===== config.mk =====
export PLATFORM = sky130hd
export DESIGN_NAME = min_pulse_output_controller
export DESIGN_NICKNAME = d
export VERILOG_FILES = /design/src/hdl/mpoc_pkg.sv /design/src/hdl/mpoc_cfg_regs.sv /design/src/hdl/mpoc_channel.sv /design/src/hdl/min_pulse_output_controller.sv
export VERILOG_INCLUDE_DIRS = /design/src /design/src/hdl
export SDC_FILE = /design/constraint.sdc
export NUM_CORES = 1
export LEC_CHECK = 0
export ABC_AREA = 1
export ABC_CLOCK_PERIOD_IN_PS = 4350
export BUFFER_PORTS_ARGS = -buffer_cell sky130_fd_sc_hd__buf_4
export CORE_MARGIN = 1
export CORE_UTILIZATION = 47
export CTS_CLUSTER_SIZE = 12
export DETAILED_ROUTE_END_ITERATION = 10
export PLACE_DENSITY = 0.68
export SYNTH_ARGS = -nofsm -noshare
export SYNTH_HDL_FRONTEND = slang
export SYNTH_SLANG_ARGS = --single-unit

===== constraint.sdc =====
create_clock -name clk -period 4.35 [get_ports clk]
set_input_delay 0.435 -clock clk [delete_from_list [all_inputs] [get_ports clk]]
set_output_delay 0.435 -clock clk [all_outputs]
set_load 0.01 [all_outputs]

===== src/hdl/min_pulse_output_controller_assert.svh =====
// ----------------------------------------------------------------------------
// min_pulse_output_controller_assert.svh
// assertion macros shared by the output controller modules
// ----------------------------------------------------------------------------
`ifndef MIN_PULSE_OUTPUT_CONTROLLER_ASSERT_SVH
`define MIN_PULSE_OUTPUT_CONTROLLER_ASSERT_SVH

`ifndef SYNTHESIS

// same-cycle implication, checked out of reset
`define MPOC_ASSERT_IMPLY(label, clk, rst_n, lhs, rhs) \
  label: assert property (@(posedge clk) disable iff (!rst_n) (lhs) |-> (rhs)) \
    else $error("mpoc assertion failed");

// next-cycle implication, checked out of reset
`define MPOC_ASSERT_NEXT(label, clk, rst_n, lhs, rhs) \
  label: assert property (@(posedge clk) disable iff (!rst_n) (lhs) |=> (rhs)) \
    else $error("mpoc assertion failed");

`else

`define MPOC_ASSERT_IMPLY(label, clk, rst_n, lhs, rhs)
`define MPOC_ASSERT_NEXT(label, clk, rst_n, lhs, rhs)

`endif

`endif


===== src/hdl/mpoc_pkg.sv =====
`timescale 1ns / 1ps
`default_nettype none
// ----------------------------------------------------------------------------
// mpoc_pkg
// types and constants of the minimum pulse output controller
// ----------------------------------------------------------------------------
package mpoc_pkg;

  localparam int NUM_OUTPUTS = 4;
  localparam int HOLD_WIDTH  = 16;
  localparam int CFG_IDX_W   = 3;
  localparam int CFG_DATA_W  = 16;

  localparam logic [HOLD_WIDTH-1:0] HOLD_ONE = HOLD_WIDTH'(1);
  localparam logic [HOLD_WIDTH-1:0] HOLD_MAX = '1;

  // opcodes
  localparam logic [2:0] OP_SET    = 3'd0;
  localparam logic [2:0] OP_TICK   = 3'd1;
  localparam logic [2:0] OP_FORCE  = 3'd2;
  localparam logic [2:0] OP_ENABLE = 3'd3;
  localparam logic [2:0] OP_CLEAR  = 3'd4;

  // register indexes
  localparam logic [CFG_IDX_W-1:0] CFG_INVERT = 3'd0;
  localparam logic [CFG_IDX_W-1:0] CFG_ACTIVE = 3'd1;
  localparam logic [CFG_IDX_W-1:0] CFG_PULSE0 = 3'd2;
  localparam logic [CFG_IDX_W-1:0] CFG_PULSE1 = 3'd3;
  localparam logic [CFG_IDX_W-1:0] CFG_PULSE2 = 3'd4;
  localparam logic [CFG_IDX_W-1:0] CFG_PULSE3 = 3'd5;

  typedef struct packed {
    logic [2:0] opcode;
    logic [1:0] channel;
    logic       level_req;
    logic       force_on;
  } in_item_t;

  typedef struct packed {
    logic [NUM_OUTPUTS-1:0] pin_levels;
    logic [NUM_OUTPUTS-1:0] logical_mask;
    logic [NUM_OUTPUTS-1:0] forced_mask;
    logic                   outputs_on;
  } out_item_t;

  // request broadcast to every channel
  typedef struct packed {
    logic       fire;
    logic [2:0] opcode;
    logic       sel;
    logic       level_req;
    logic       force_on;
    logic       enabled;
  } chan_cmd_t;

  // channel status after the request
  typedef struct packed {
    logic logical;
    logic forced;
  } chan_stat_t;

endpackage
`default_nettype wire


===== src/hdl/mpoc_cfg_regs.sv =====
`timescale 1ns / 1ps
`default_nettype none
// ----------------------------------------------------------------------------
// mpoc_cfg_regs
// configuration registers: pin inversion, active level, minimum pulse widths
// ----------------------------------------------------------------------------
module mpoc_cfg_regs (
  input  wire logic                                                  clk,
  input  wire logic                                                  rst_n,
  input  wire logic                                                  cfg_we,
  input  wire logic [mpoc_pkg::CFG_IDX_W-1:0]                        cfg_index,
  input  wire logic [mpoc_pkg::CFG_DATA_W-1:0]                       cfg_data,
  output logic [mpoc_pkg::NUM_OUTPUTS-1:0]                           invert_mask,
  output logic                                                       active_level,
  output logic [mpoc_pkg::NUM_OUTPUTS-1:0][mpoc_pkg::HOLD_WIDTH-1:0] min_pulse
);

  logic [mpoc_pkg::NUM_OUTPUTS-1:0]                           invert_r;
  logic                                                       active_r;
  logic [mpoc_pkg::NUM_OUTPUTS-1:0][mpoc_pkg::HOLD_WIDTH-1:0] pulse_r;

  always_ff @(posedge clk) begin
    if (!rst_n) begin
      invert_r <= '0;
      active_r <= 1'b1;
      pulse_r  <= '0;
    end else if (cfg_we) begin
      unique case (cfg_index)
        mpoc_pkg::CFG_INVERT: invert_r <= cfg_data[mpoc_pkg::NUM_OUTPUTS-1:0];
        mpoc_pkg::CFG_ACTIVE: active_r <= cfg_data[0];
        mpoc_pkg::CFG_PULSE0: pulse_r[0] <= cfg_data[mpoc_pkg::HOLD_WIDTH-1:0];
        mpoc_pkg::CFG_PULSE1: pulse_r[1] <= cfg_data[mpoc_pkg::HOLD_WIDTH-1:0];
        mpoc_pkg::CFG_PULSE2: pulse_r[2] <= cfg_data[mpoc_pkg::HOLD_WIDTH-1:0];
        mpoc_pkg::CFG_PULSE3: pulse_r[3] <= cfg_data[mpoc_pkg::HOLD_WIDTH-1:0];
        default: ;
      endcase
    end
  end

  assign invert_mask  = invert_r;
  assign active_level = active_r;
  assign min_pulse    = pulse_r;

endmodule
`default_nettype wire


===== src/hdl/mpoc_channel.sv =====
`timescale 1ns / 1ps
`default_nettype none
// ----------------------------------------------------------------------------
// mpoc_channel
// one output channel: request, applied level, held-tick counter, override
// ----------------------------------------------------------------------------
module mpoc_channel (
  input  wire logic                          clk,
  input  wire logic                          rst_n,
  input  wire mpoc_pkg::chan_cmd_t           cmd,
  input  wire logic [mpoc_pkg::HOLD_WIDTH-1:0] min_pulse,
  output mpoc_pkg::chan_stat_t               stat
);

`include "min_pulse_output_controller_assert.svh"

  logic                          req_r, req_nxt;
  logic                          app_r, app_nxt;
  logic [mpoc_pkg::HOLD_WIDTH-1:0] held_r, held_nxt;
  logic                          ovr_r, ovr_nxt;
  logic                          ovv_r, ovv_nxt;
  logic [mpoc_pkg::HOLD_WIDTH-1:0] held_inc;

  // counter advances on every tick while asserted, saturating
  assign held_inc = (app_r && held_r != mpoc_pkg::HOLD_MAX) ?
                    held_r + mpoc_pkg::HOLD_ONE : held_r;

  always_comb begin
    req_nxt  = req_r;
    app_nxt  = app_r;
    held_nxt = held_r;
    ovr_nxt  = ovr_r;
    ovv_nxt  = ovv_r;
    if (cmd.fire) begin
      unique case (cmd.opcode)
        mpoc_pkg::OP_SET: begin
          if (cmd.sel && !ovr_r) begin
            req_nxt = cmd.level_req;
            if (cmd.enabled && cmd.level_req) begin
              app_nxt = 1'b1;
              if (!app_r) held_nxt = '0;
            end
          end
        end
        mpoc_pkg::OP_TICK: begin
          held_nxt = held_inc;
          if (cmd.enabled && !ovr_r) begin
            if (!req_r && app_r) begin
              if (held_inc >= min_pulse) app_nxt = 1'b0;
            end else if (req_r && !app_r) begin
              app_nxt  = 1'b1;
              held_nxt = '0;
            end
          end
        end
        mpoc_pkg::OP_FORCE: begin
          if (cmd.sel) begin
            ovv_nxt = cmd.level_req;
            if (cmd.force_on) begin
              ovr_nxt = 1'b1;
              app_nxt = cmd.level_req;
              if (cmd.level_req) held_nxt = '0;
            end else begin
              // release falls back to the request at once
              ovr_nxt = 1'b0;
              app_nxt = req_r;
              if (req_r && !app_r) held_nxt = '0;
            end
          end
        end
        mpoc_pkg::OP_ENABLE: begin
          if (!cmd.enabled && !ovr_r && req_r != app_r) begin
            app_nxt = req_r;
            if (req_r) held_nxt = '0;
          end
        end
        mpoc_pkg::OP_CLEAR: begin
          if (ovr_r) begin
            ovr_nxt = 1'b0;
            ovv_nxt = 1'b0;
            app_nxt = req_r;
            if (req_r && !app_r) held_nxt = '0;
          end
        end
        default: ;
      endcase
    end
  end

  always_ff @(posedge clk) begin
    if (!rst_n) begin
      req_r  <= 1'b0;
      app_r  <= 1'b0;
      held_r <= '0;
      ovr_r  <= 1'b0;
      ovv_r  <= 1'b0;
    end else begin
      req_r  <= req_nxt;
      app_r  <= app_nxt;
      held_r <= held_nxt;
      ovr_r  <= ovr_nxt;
      ovv_r  <= ovv_nxt;
    end
  end

  // status reflects the state after this request
  assign stat.logical = ovr_nxt ? ovv_nxt : app_nxt;
  assign stat.forced  = ovr_nxt;

  `MPOC_ASSERT_IMPLY(a_rise_restarts_count, clk, rst_n, $rose(app_r), held_r == '0)
  `MPOC_ASSERT_NEXT(a_idle_holds_state, clk, rst_n, !cmd.fire,
                    $stable(app_r) && $stable(ovr_r) && $stable(held_r))
  `MPOC_ASSERT_NEXT(a_forced_ignores_set, clk, rst_n,
                    cmd.fire && cmd.opcode == mpoc_pkg::OP_SET && ovr_r, $stable(req_r))

endmodule
`default_nettype wire


===== src/hdl/min_pulse_output_controller.sv =====
`timescale 1ns / 1ps
`default_nettype none
// ----------------------------------------------------------------------------
// min_pulse_output_controller
// four-channel output controller with minimum pulse width and force override
// ----------------------------------------------------------------------------
// Takes one request per clock and returns one result per request: the
// request lands in an input register, the channels update their state from
// it in a single pass, and the result register captures the pin, logical
// and forced masks. A stall on the result side holds the result register
// and, in the same cycle, stalls the input side only when the input
// register is also full, so throughput stays at one request per clock
// while the consumer keeps up.
module min_pulse_output_controller (
  input  wire logic                               clk,
  input  wire logic                               rst_n,
  input  wire logic                               in_valid,
  output logic                                    in_stall,
  input  wire mpoc_pkg::in_item_t                 in_data,
  output logic                                    out_valid,
  input  wire logic                               out_stall,
  output mpoc_pkg::out_item_t                     out_data,
  input  wire logic                               cfg_we,
  input  wire logic [mpoc_pkg::CFG_IDX_W-1:0]     cfg_index,
  input  wire logic [mpoc_pkg::CFG_DATA_W-1:0]    cfg_data
);

`include "min_pulse_output_controller_assert.svh"

  logic                                                       in_valid_r;
  mpoc_pkg::in_item_t                                         in_data_r;
  logic                                                       out_valid_r;
  mpoc_pkg::out_item_t                                        out_data_r;
  mpoc_pkg::out_item_t                                        out_data_nxt;
  logic                                                       en_r, en_nxt;
  logic                                                       advance;
  logic                                                       proc;
  logic [mpoc_pkg::NUM_OUTPUTS-1:0]                           invert_mask;
  logic                                                       active_level;
  logic [mpoc_pkg::NUM_OUTPUTS-1:0][mpoc_pkg::HOLD_WIDTH-1:0] min_pulse;
  mpoc_pkg::chan_stat_t                                       stat [mpoc_pkg::NUM_OUTPUTS];

  assign advance  = !out_valid_r || !out_stall;
  assign proc     = in_valid_r && advance;
  assign in_stall = in_valid_r && !advance;

  assign en_nxt = en_r || (proc && in_data_r.opcode == mpoc_pkg::OP_ENABLE);

  mpoc_cfg_regs u_cfg (
    .clk          (clk),
    .rst_n        (rst_n),
    .cfg_we       (cfg_we),
    .cfg_index    (cfg_index),
    .cfg_data     (cfg_data),
    .invert_mask  (invert_mask),
    .active_level (active_level),
    .min_pulse    (min_pulse)
  );

  for (genvar i = 0; i < mpoc_pkg::NUM_OUTPUTS; i++) begin : g_chan
    localparam logic [1:0] CH_ID = 2'(i);
    mpoc_pkg::chan_cmd_t cmd;

    always_comb begin
      cmd.fire      = proc;
      cmd.opcode    = in_data_r.opcode;
      cmd.sel       = in_data_r.channel == CH_ID;
      cmd.level_req = in_data_r.level_req;
      cmd.force_on  = in_data_r.force_on;
      cmd.enabled   = en_r;
    end

    mpoc_channel u_chan (
      .clk       (clk),
      .rst_n     (rst_n),
      .cmd       (cmd),
      .min_pulse (min_pulse[i]),
      .stat      (stat[i])
    );
  end

  always_comb begin
    for (int i = 0; i < mpoc_pkg::NUM_OUTPUTS; i++) begin
      // asserted drives the active level, then per-pin inversion
      out_data_nxt.pin_levels[i]   = ~(stat[i].logical ^ active_level) ^ invert_mask[i];
      out_data_nxt.logical_mask[i] = stat[i].logical;
      out_data_nxt.forced_mask[i]  = stat[i].forced;
    end
    out_data_nxt.outputs_on = en_nxt;
  end

  always_ff @(posedge clk) begin
    if (!rst_n) begin
      in_valid_r  <= 1'b0;
      out_valid_r <= 1'b0;
      en_r        <= 1'b0;
    end else begin
      if (!in_stall) in_valid_r <= in_valid;
      if (advance) out_valid_r <= in_valid_r;
      en_r <= en_nxt;
    end
  end

  always_ff @(posedge clk) begin
    if (in_valid && !in_stall) in_data_r <= in_data;
    if (proc) out_data_r <= out_data_nxt;
  end

  assign out_valid = out_valid_r;
  assign out_data  = out_data_r;

  `MPOC_ASSERT_NEXT(a_proc_loads_result, clk, rst_n, proc, out_valid_r)
  `MPOC_ASSERT_NEXT(a_enable_sticks, clk, rst_n, en_r, en_r)
  `MPOC_ASSERT_NEXT(a_result_flag_matches, clk, rst_n, proc, out_data_r.outputs_on == en_r)

endmodule
`default_nettype wire


# After elaboration in Yosys (flattened, before gate mapping)
# Cells that the tools add are included.
# totals
input_bits	31
output_inout_bits	15
wordCells	311
register_bits	172
# op_classes
order_cmp	4
eq_ne	46
n_addsub	4
bitwise_logic	12
muxes	138
n_reduce_logical	70
# ops
operator	count
16-bit 2-to-1 mux	53
16-bit one-hot mux with 5 select lines	4
1-bit 2-to-1 mux	69
16-bit by 1-bit adder with 16-bit output (second input constant)	4
16-bit >= comparator	4
16-bit != test (second input constant)	4
2-bit by 1-bit != test with 1-bit output (second input constant)	21
10-bit AND reduction	4
1-bit logical AND	33
1-bit one-hot mux with 5 select lines	4
1-bit logical NOT	17
1-bit one-hot mux with 2 select lines	8
3-bit by 2-bit == test with 1-bit output (second input constant)	4
2-bit AND reduction	6
3-bit AND reduction	4
3-bit == test (second input constant)	3
2-bit != test (second input constant)	4
1-bit bitwise XOR	8
3-bit by 1-bit == test with 1-bit output (second input constant)	2
3-bit logical NOT	2
5-bit nonzero test	1
2-bit == test (second input constant)	2
1-bit != test	4
1-bit NOT	4
other kinds (4)	5

# Longest topological paths before layout
# logic_depth
word_depth	13
depth_mapped	29
mapped_depth_nobuf	29

# Modules after synthesis
# From an unflattened synthesis, not the netlist that was laid out.
# unflattened
cells_unflattened	1913
area_unflattened_um2	12290.5
# by_module_without_submodules
mod	cells_each	area_per_inst_um2	instances	seq_area_each_um2
mpoc_channel (g_chan[1].u_chan ...)	361	2135.8	2	400.4
mpoc_cfg_regs	404	2820.2	1	1381.3
mpoc_channel (g_chan[3].u_chan)	361	2212.1	1	400.4
mpoc_channel (g_chan[0].u_chan)	359	2124.5	1	400.4
min_pulse_output_controller	67	862.1	1	660.6

# Least setup slack after synthesis
# OpenSTA, ideal clock, no wires.
# synth_path
path_type	register to register
startpoint	register g_chan[1].u_chan.held_r[0] (netlist bit)
endpoint	register out_data_r, in the netlist out_data[10], data pin
slack_ps	1210
synth_period_minus_slack_ps	3140
t_arrival_ps	2891
path_buffers	1
stages_incl_launch_ff	29
required_time_ps	4101
setup_ps	249
cell_sequence	dfxtp_1 > ha_1 > nand2_1 > inv_1 > nand2_1 > nor4_1 > nand2_1 > nand2_2 > inv_1 > buf_2 > o21ai_0 > inv_1 > ha_1 > nand2_1 > inv_1 > nand2_1 > nand2_1 > nand2_1 > nand2_1 > nor2_1 > nand2_1 > nand2_1 > nand2_1 > nand2_1 > nand3_1 > nand2_1 > nand2_1 > nand2_1 > inv_1
# synth_rtl
item	line	rtl
start, declared	mpoc_channel.sv:19	logic [mpoc_pkg::HOLD_WIDTH-1:0] held_r, held_nxt;
start signal, assigned	mpoc_channel.sv:100	held_r <= held_nxt;
end signal, assigned	min_pulse_output_controller.sv:106	if (proc) out_data_r <= out_data_nxt;
end, declared	min_pulse_output_controller.sv:33	mpoc_pkg::out_item_t out_data_r;

==> impl_results.md <==
- MaxCap Viol Count: 0
- Commonest non-fill, non-tap cell in the layout: nand2_1
- Final setup fails: 0
- Syn nets: about 1.8k
- Final nets: approximately 1.9k
- Overall Global Routing Usage: between 20% and 30%
- CP arrival: around 4000 ps
- Slew @ Worst Pin: between 900 and 1000 ps
- Largest net degree at the start of global routing: 73
- Most frequent cells in the layout: 436 x nand2_1, 286 x inv_1, 167 x nor2_1
- Post-synth EDFFs: 20
- Async SR Flop Fraction: 0%
- Placed instance count: between 2k and 2.5k
- Gr ovfl total: 0
- Unrepaired setup endpoints after global routing: no
- Delay-heaviest family, CP: simple AND/OR/NAND/NOR gates
- Final hold vios: 0
- Status: complete, no violations
- Flops & latches, synth: 172
- Levels on crit path: 27
- Crit path kind: flop to flop
- CTS clk-pin slew, worst paths: approximately 70 ps
- Area leader, netlist: dfxtp_1
- Starting Density: 48.0%
- Placeable Area: around 0.024 mm2
- Final setup TNS: 0 ps
- Pleak: between 5 and 6 nW
- Setup Slack @ Placement: around 660 ps
- First-pass GRT wire length: 49.0 mm
- Slew margin rel.: a little under two fifths
- Vias: 10.7k
- CTS root buffer: clkbuf_16
- Primary FF master, synth: dfxtp_1
- Initial DRC Count: around 840
- Slowest cell on crit path: dfxtp_1
- Crit share post-route: between 80% and 90%
- CTS tree: done
- CP max stage delay: 470 ps
- Vias in the first global route: 9,794
- Cts hold-fix bufs: 0
- Worst hold path type: input port to flop
- Hpwl dp: about 22 mm
- Worst r2r path cells: 27
- Share of cells above drive strength 1: between 5 and 6%
- Final Util: 52.6%
- DIE HEIGHT: around 160 um
- Vias per cell: roughly 5.2
- FP Rows: 56
- Drt drc: 0
- DR WL/cell: around 15 um
- Die ar.: between 0.02 and 0.025 mm2
- Syn Area/Cell: about 6.5 um2
- Hold depth: 1
- Post-synthesis sequential area ratio: 32.2%
- IO Count: 46
- Initial antenna violation count: 0
- Post-synthesis cell area: ~0.011 mm2
- Max clock buf depth: 2
- Worst skew pair latency: roughly 440 ps
- Top cell type's share of synthesized area: ~27%
- Number of unique standard cell types used by synthesis: 46
- Power density cells: slightly below 300 mW/mm2
- Fin crit period: approximately 3700 ps
- Top cell by count, worst path: nand2_1
- CTS buffer count: 17
- Top cells by area, synth: dfxtp_1 27%, nand2_1 14%, inv_1 9.5%
- GPL Wtd Cong: between 0.9 and 1
- Clk sink count: about 170
- Port bufs: 45
- Final wirelength: between 30 and 40 mm
- H-tree level count: 4
- Mapped Cells: ~1.7k
- VDD IR-drop max: about 220 uV
- Worst setup EP type: flop
- Skew final: approximately 11 ps
- CP Buf/Inv Count: 5
- Final Instance Count excl. Fillers: approximately 2.1k
- Ant diodes: 0
- Required time worst endpoint: roughly 4600 ps
- DRT antenna net count: 0
- CP startpoint kind: flop
- YS warnings: 0
- Max-slew violation total from the final report: 0
- Fmax: between 200 and 300 MHz
- Layout overhead on the synthesized area: 9.43%
- # Post-CTS Setup Buffers: 0
- Initial DRT Pass Iterations: 5
- PnR worst setup slack: 629 ps
- DIE WIDTH: around 160 um
- Max FO, Critical Path: 15
- Post-CTS Resized: 0
## final timing paths
check	from	endpoint	slack, ps
worst max register to register	g_chan[1].u_chan.held_r[0]	out_data[10]	630
worst min register to register	u_cfg.min_pulse[50]	u_cfg.min_pulse[50]	460
worst min-delay path	in_data[2]	in_data_r[2]	170
worst max-delay path	g_chan[1].u_chan.held_r[0]	out_data[10]	630
## logic make-up after synthesis
kind of cell | Yosys count | share of synthesized area, %
mux | 1 | 0.0885
compound gates | 310 | 14.2
flops | 172 | 32.2
buf+inv | 346 | 11.9
xor+xnor | 56 | 4.34
fa+ha+maj | 80 | 8.85
simple gates | 763 | 28.4
## state kept, by name, indices dropped and copies added (netlist names), 2 cells and up
register,cells
g_chan.u_chan.req_r,4
g_chan.u_chan.ovv_r,4
g_chan.u_chan.held_r,64
u_cfg.min_pulse,64
in_data_r,2
g_chan.cmd,5
g_chan.u_chan.app_r,4
out_data,13
g_chan.u_chan.ovr_r,4
u_cfg.invert_mask,4
## layer usage
layer  up-vias  GRT usage (%)  part of all wire (%)
li1       5530              -                     -
met1      4816           33.6                    46
met2       299           40.5                    45
met3        59           4.16                   5.5
met4         0           10.5                   3.2
met5         -              0                     0
## power by group
part / switching (W) / internal, W / total [W]
Sequential: 0.0000249 / 0.00164 / 0.00167
Combinational: 0.000327 / 0.000156 / 0.000482
Clock: 0.000701 / 0.000798 / 0.00150
## through the flow
stage / total power (W) / hold slack (ps) / instance area [um2]
floorplan: 0.00203 / 433 / 11300
global placement: 0.00217 / 446 / 11800
detailed placement: 0.00218 / 452 / 11800
CTS: 0.00368 / 154 / 12400
global route: 0.00381 / 151 / 12400
finish: 0.00365 / 170 / 12400
## final cells by class
class,count,area (um2)
clock buffer,17,425
clock inverter,15,139
fill,2394,11200
inverter,293,1100
multi-input combinational,1210,6320
sequential,172,3640
tap,319,399
timing repair buffer,46,345
## synthesized netlist by cell type, drive strengths merged (6+ instances only)
cell    count
a21oi     154
a31oi       9
buf        14
clkbuf     39
dfxtp     152
edfxtp     20
ha         80
inv       291
nand2     439
nand3      67
nand4      27
nor2      170
nor3       47
nor4        6
o21ai     129
o22ai       6
xnor2      10
xor2       46
Note: power is estimated with default switching activity, not from simulation.
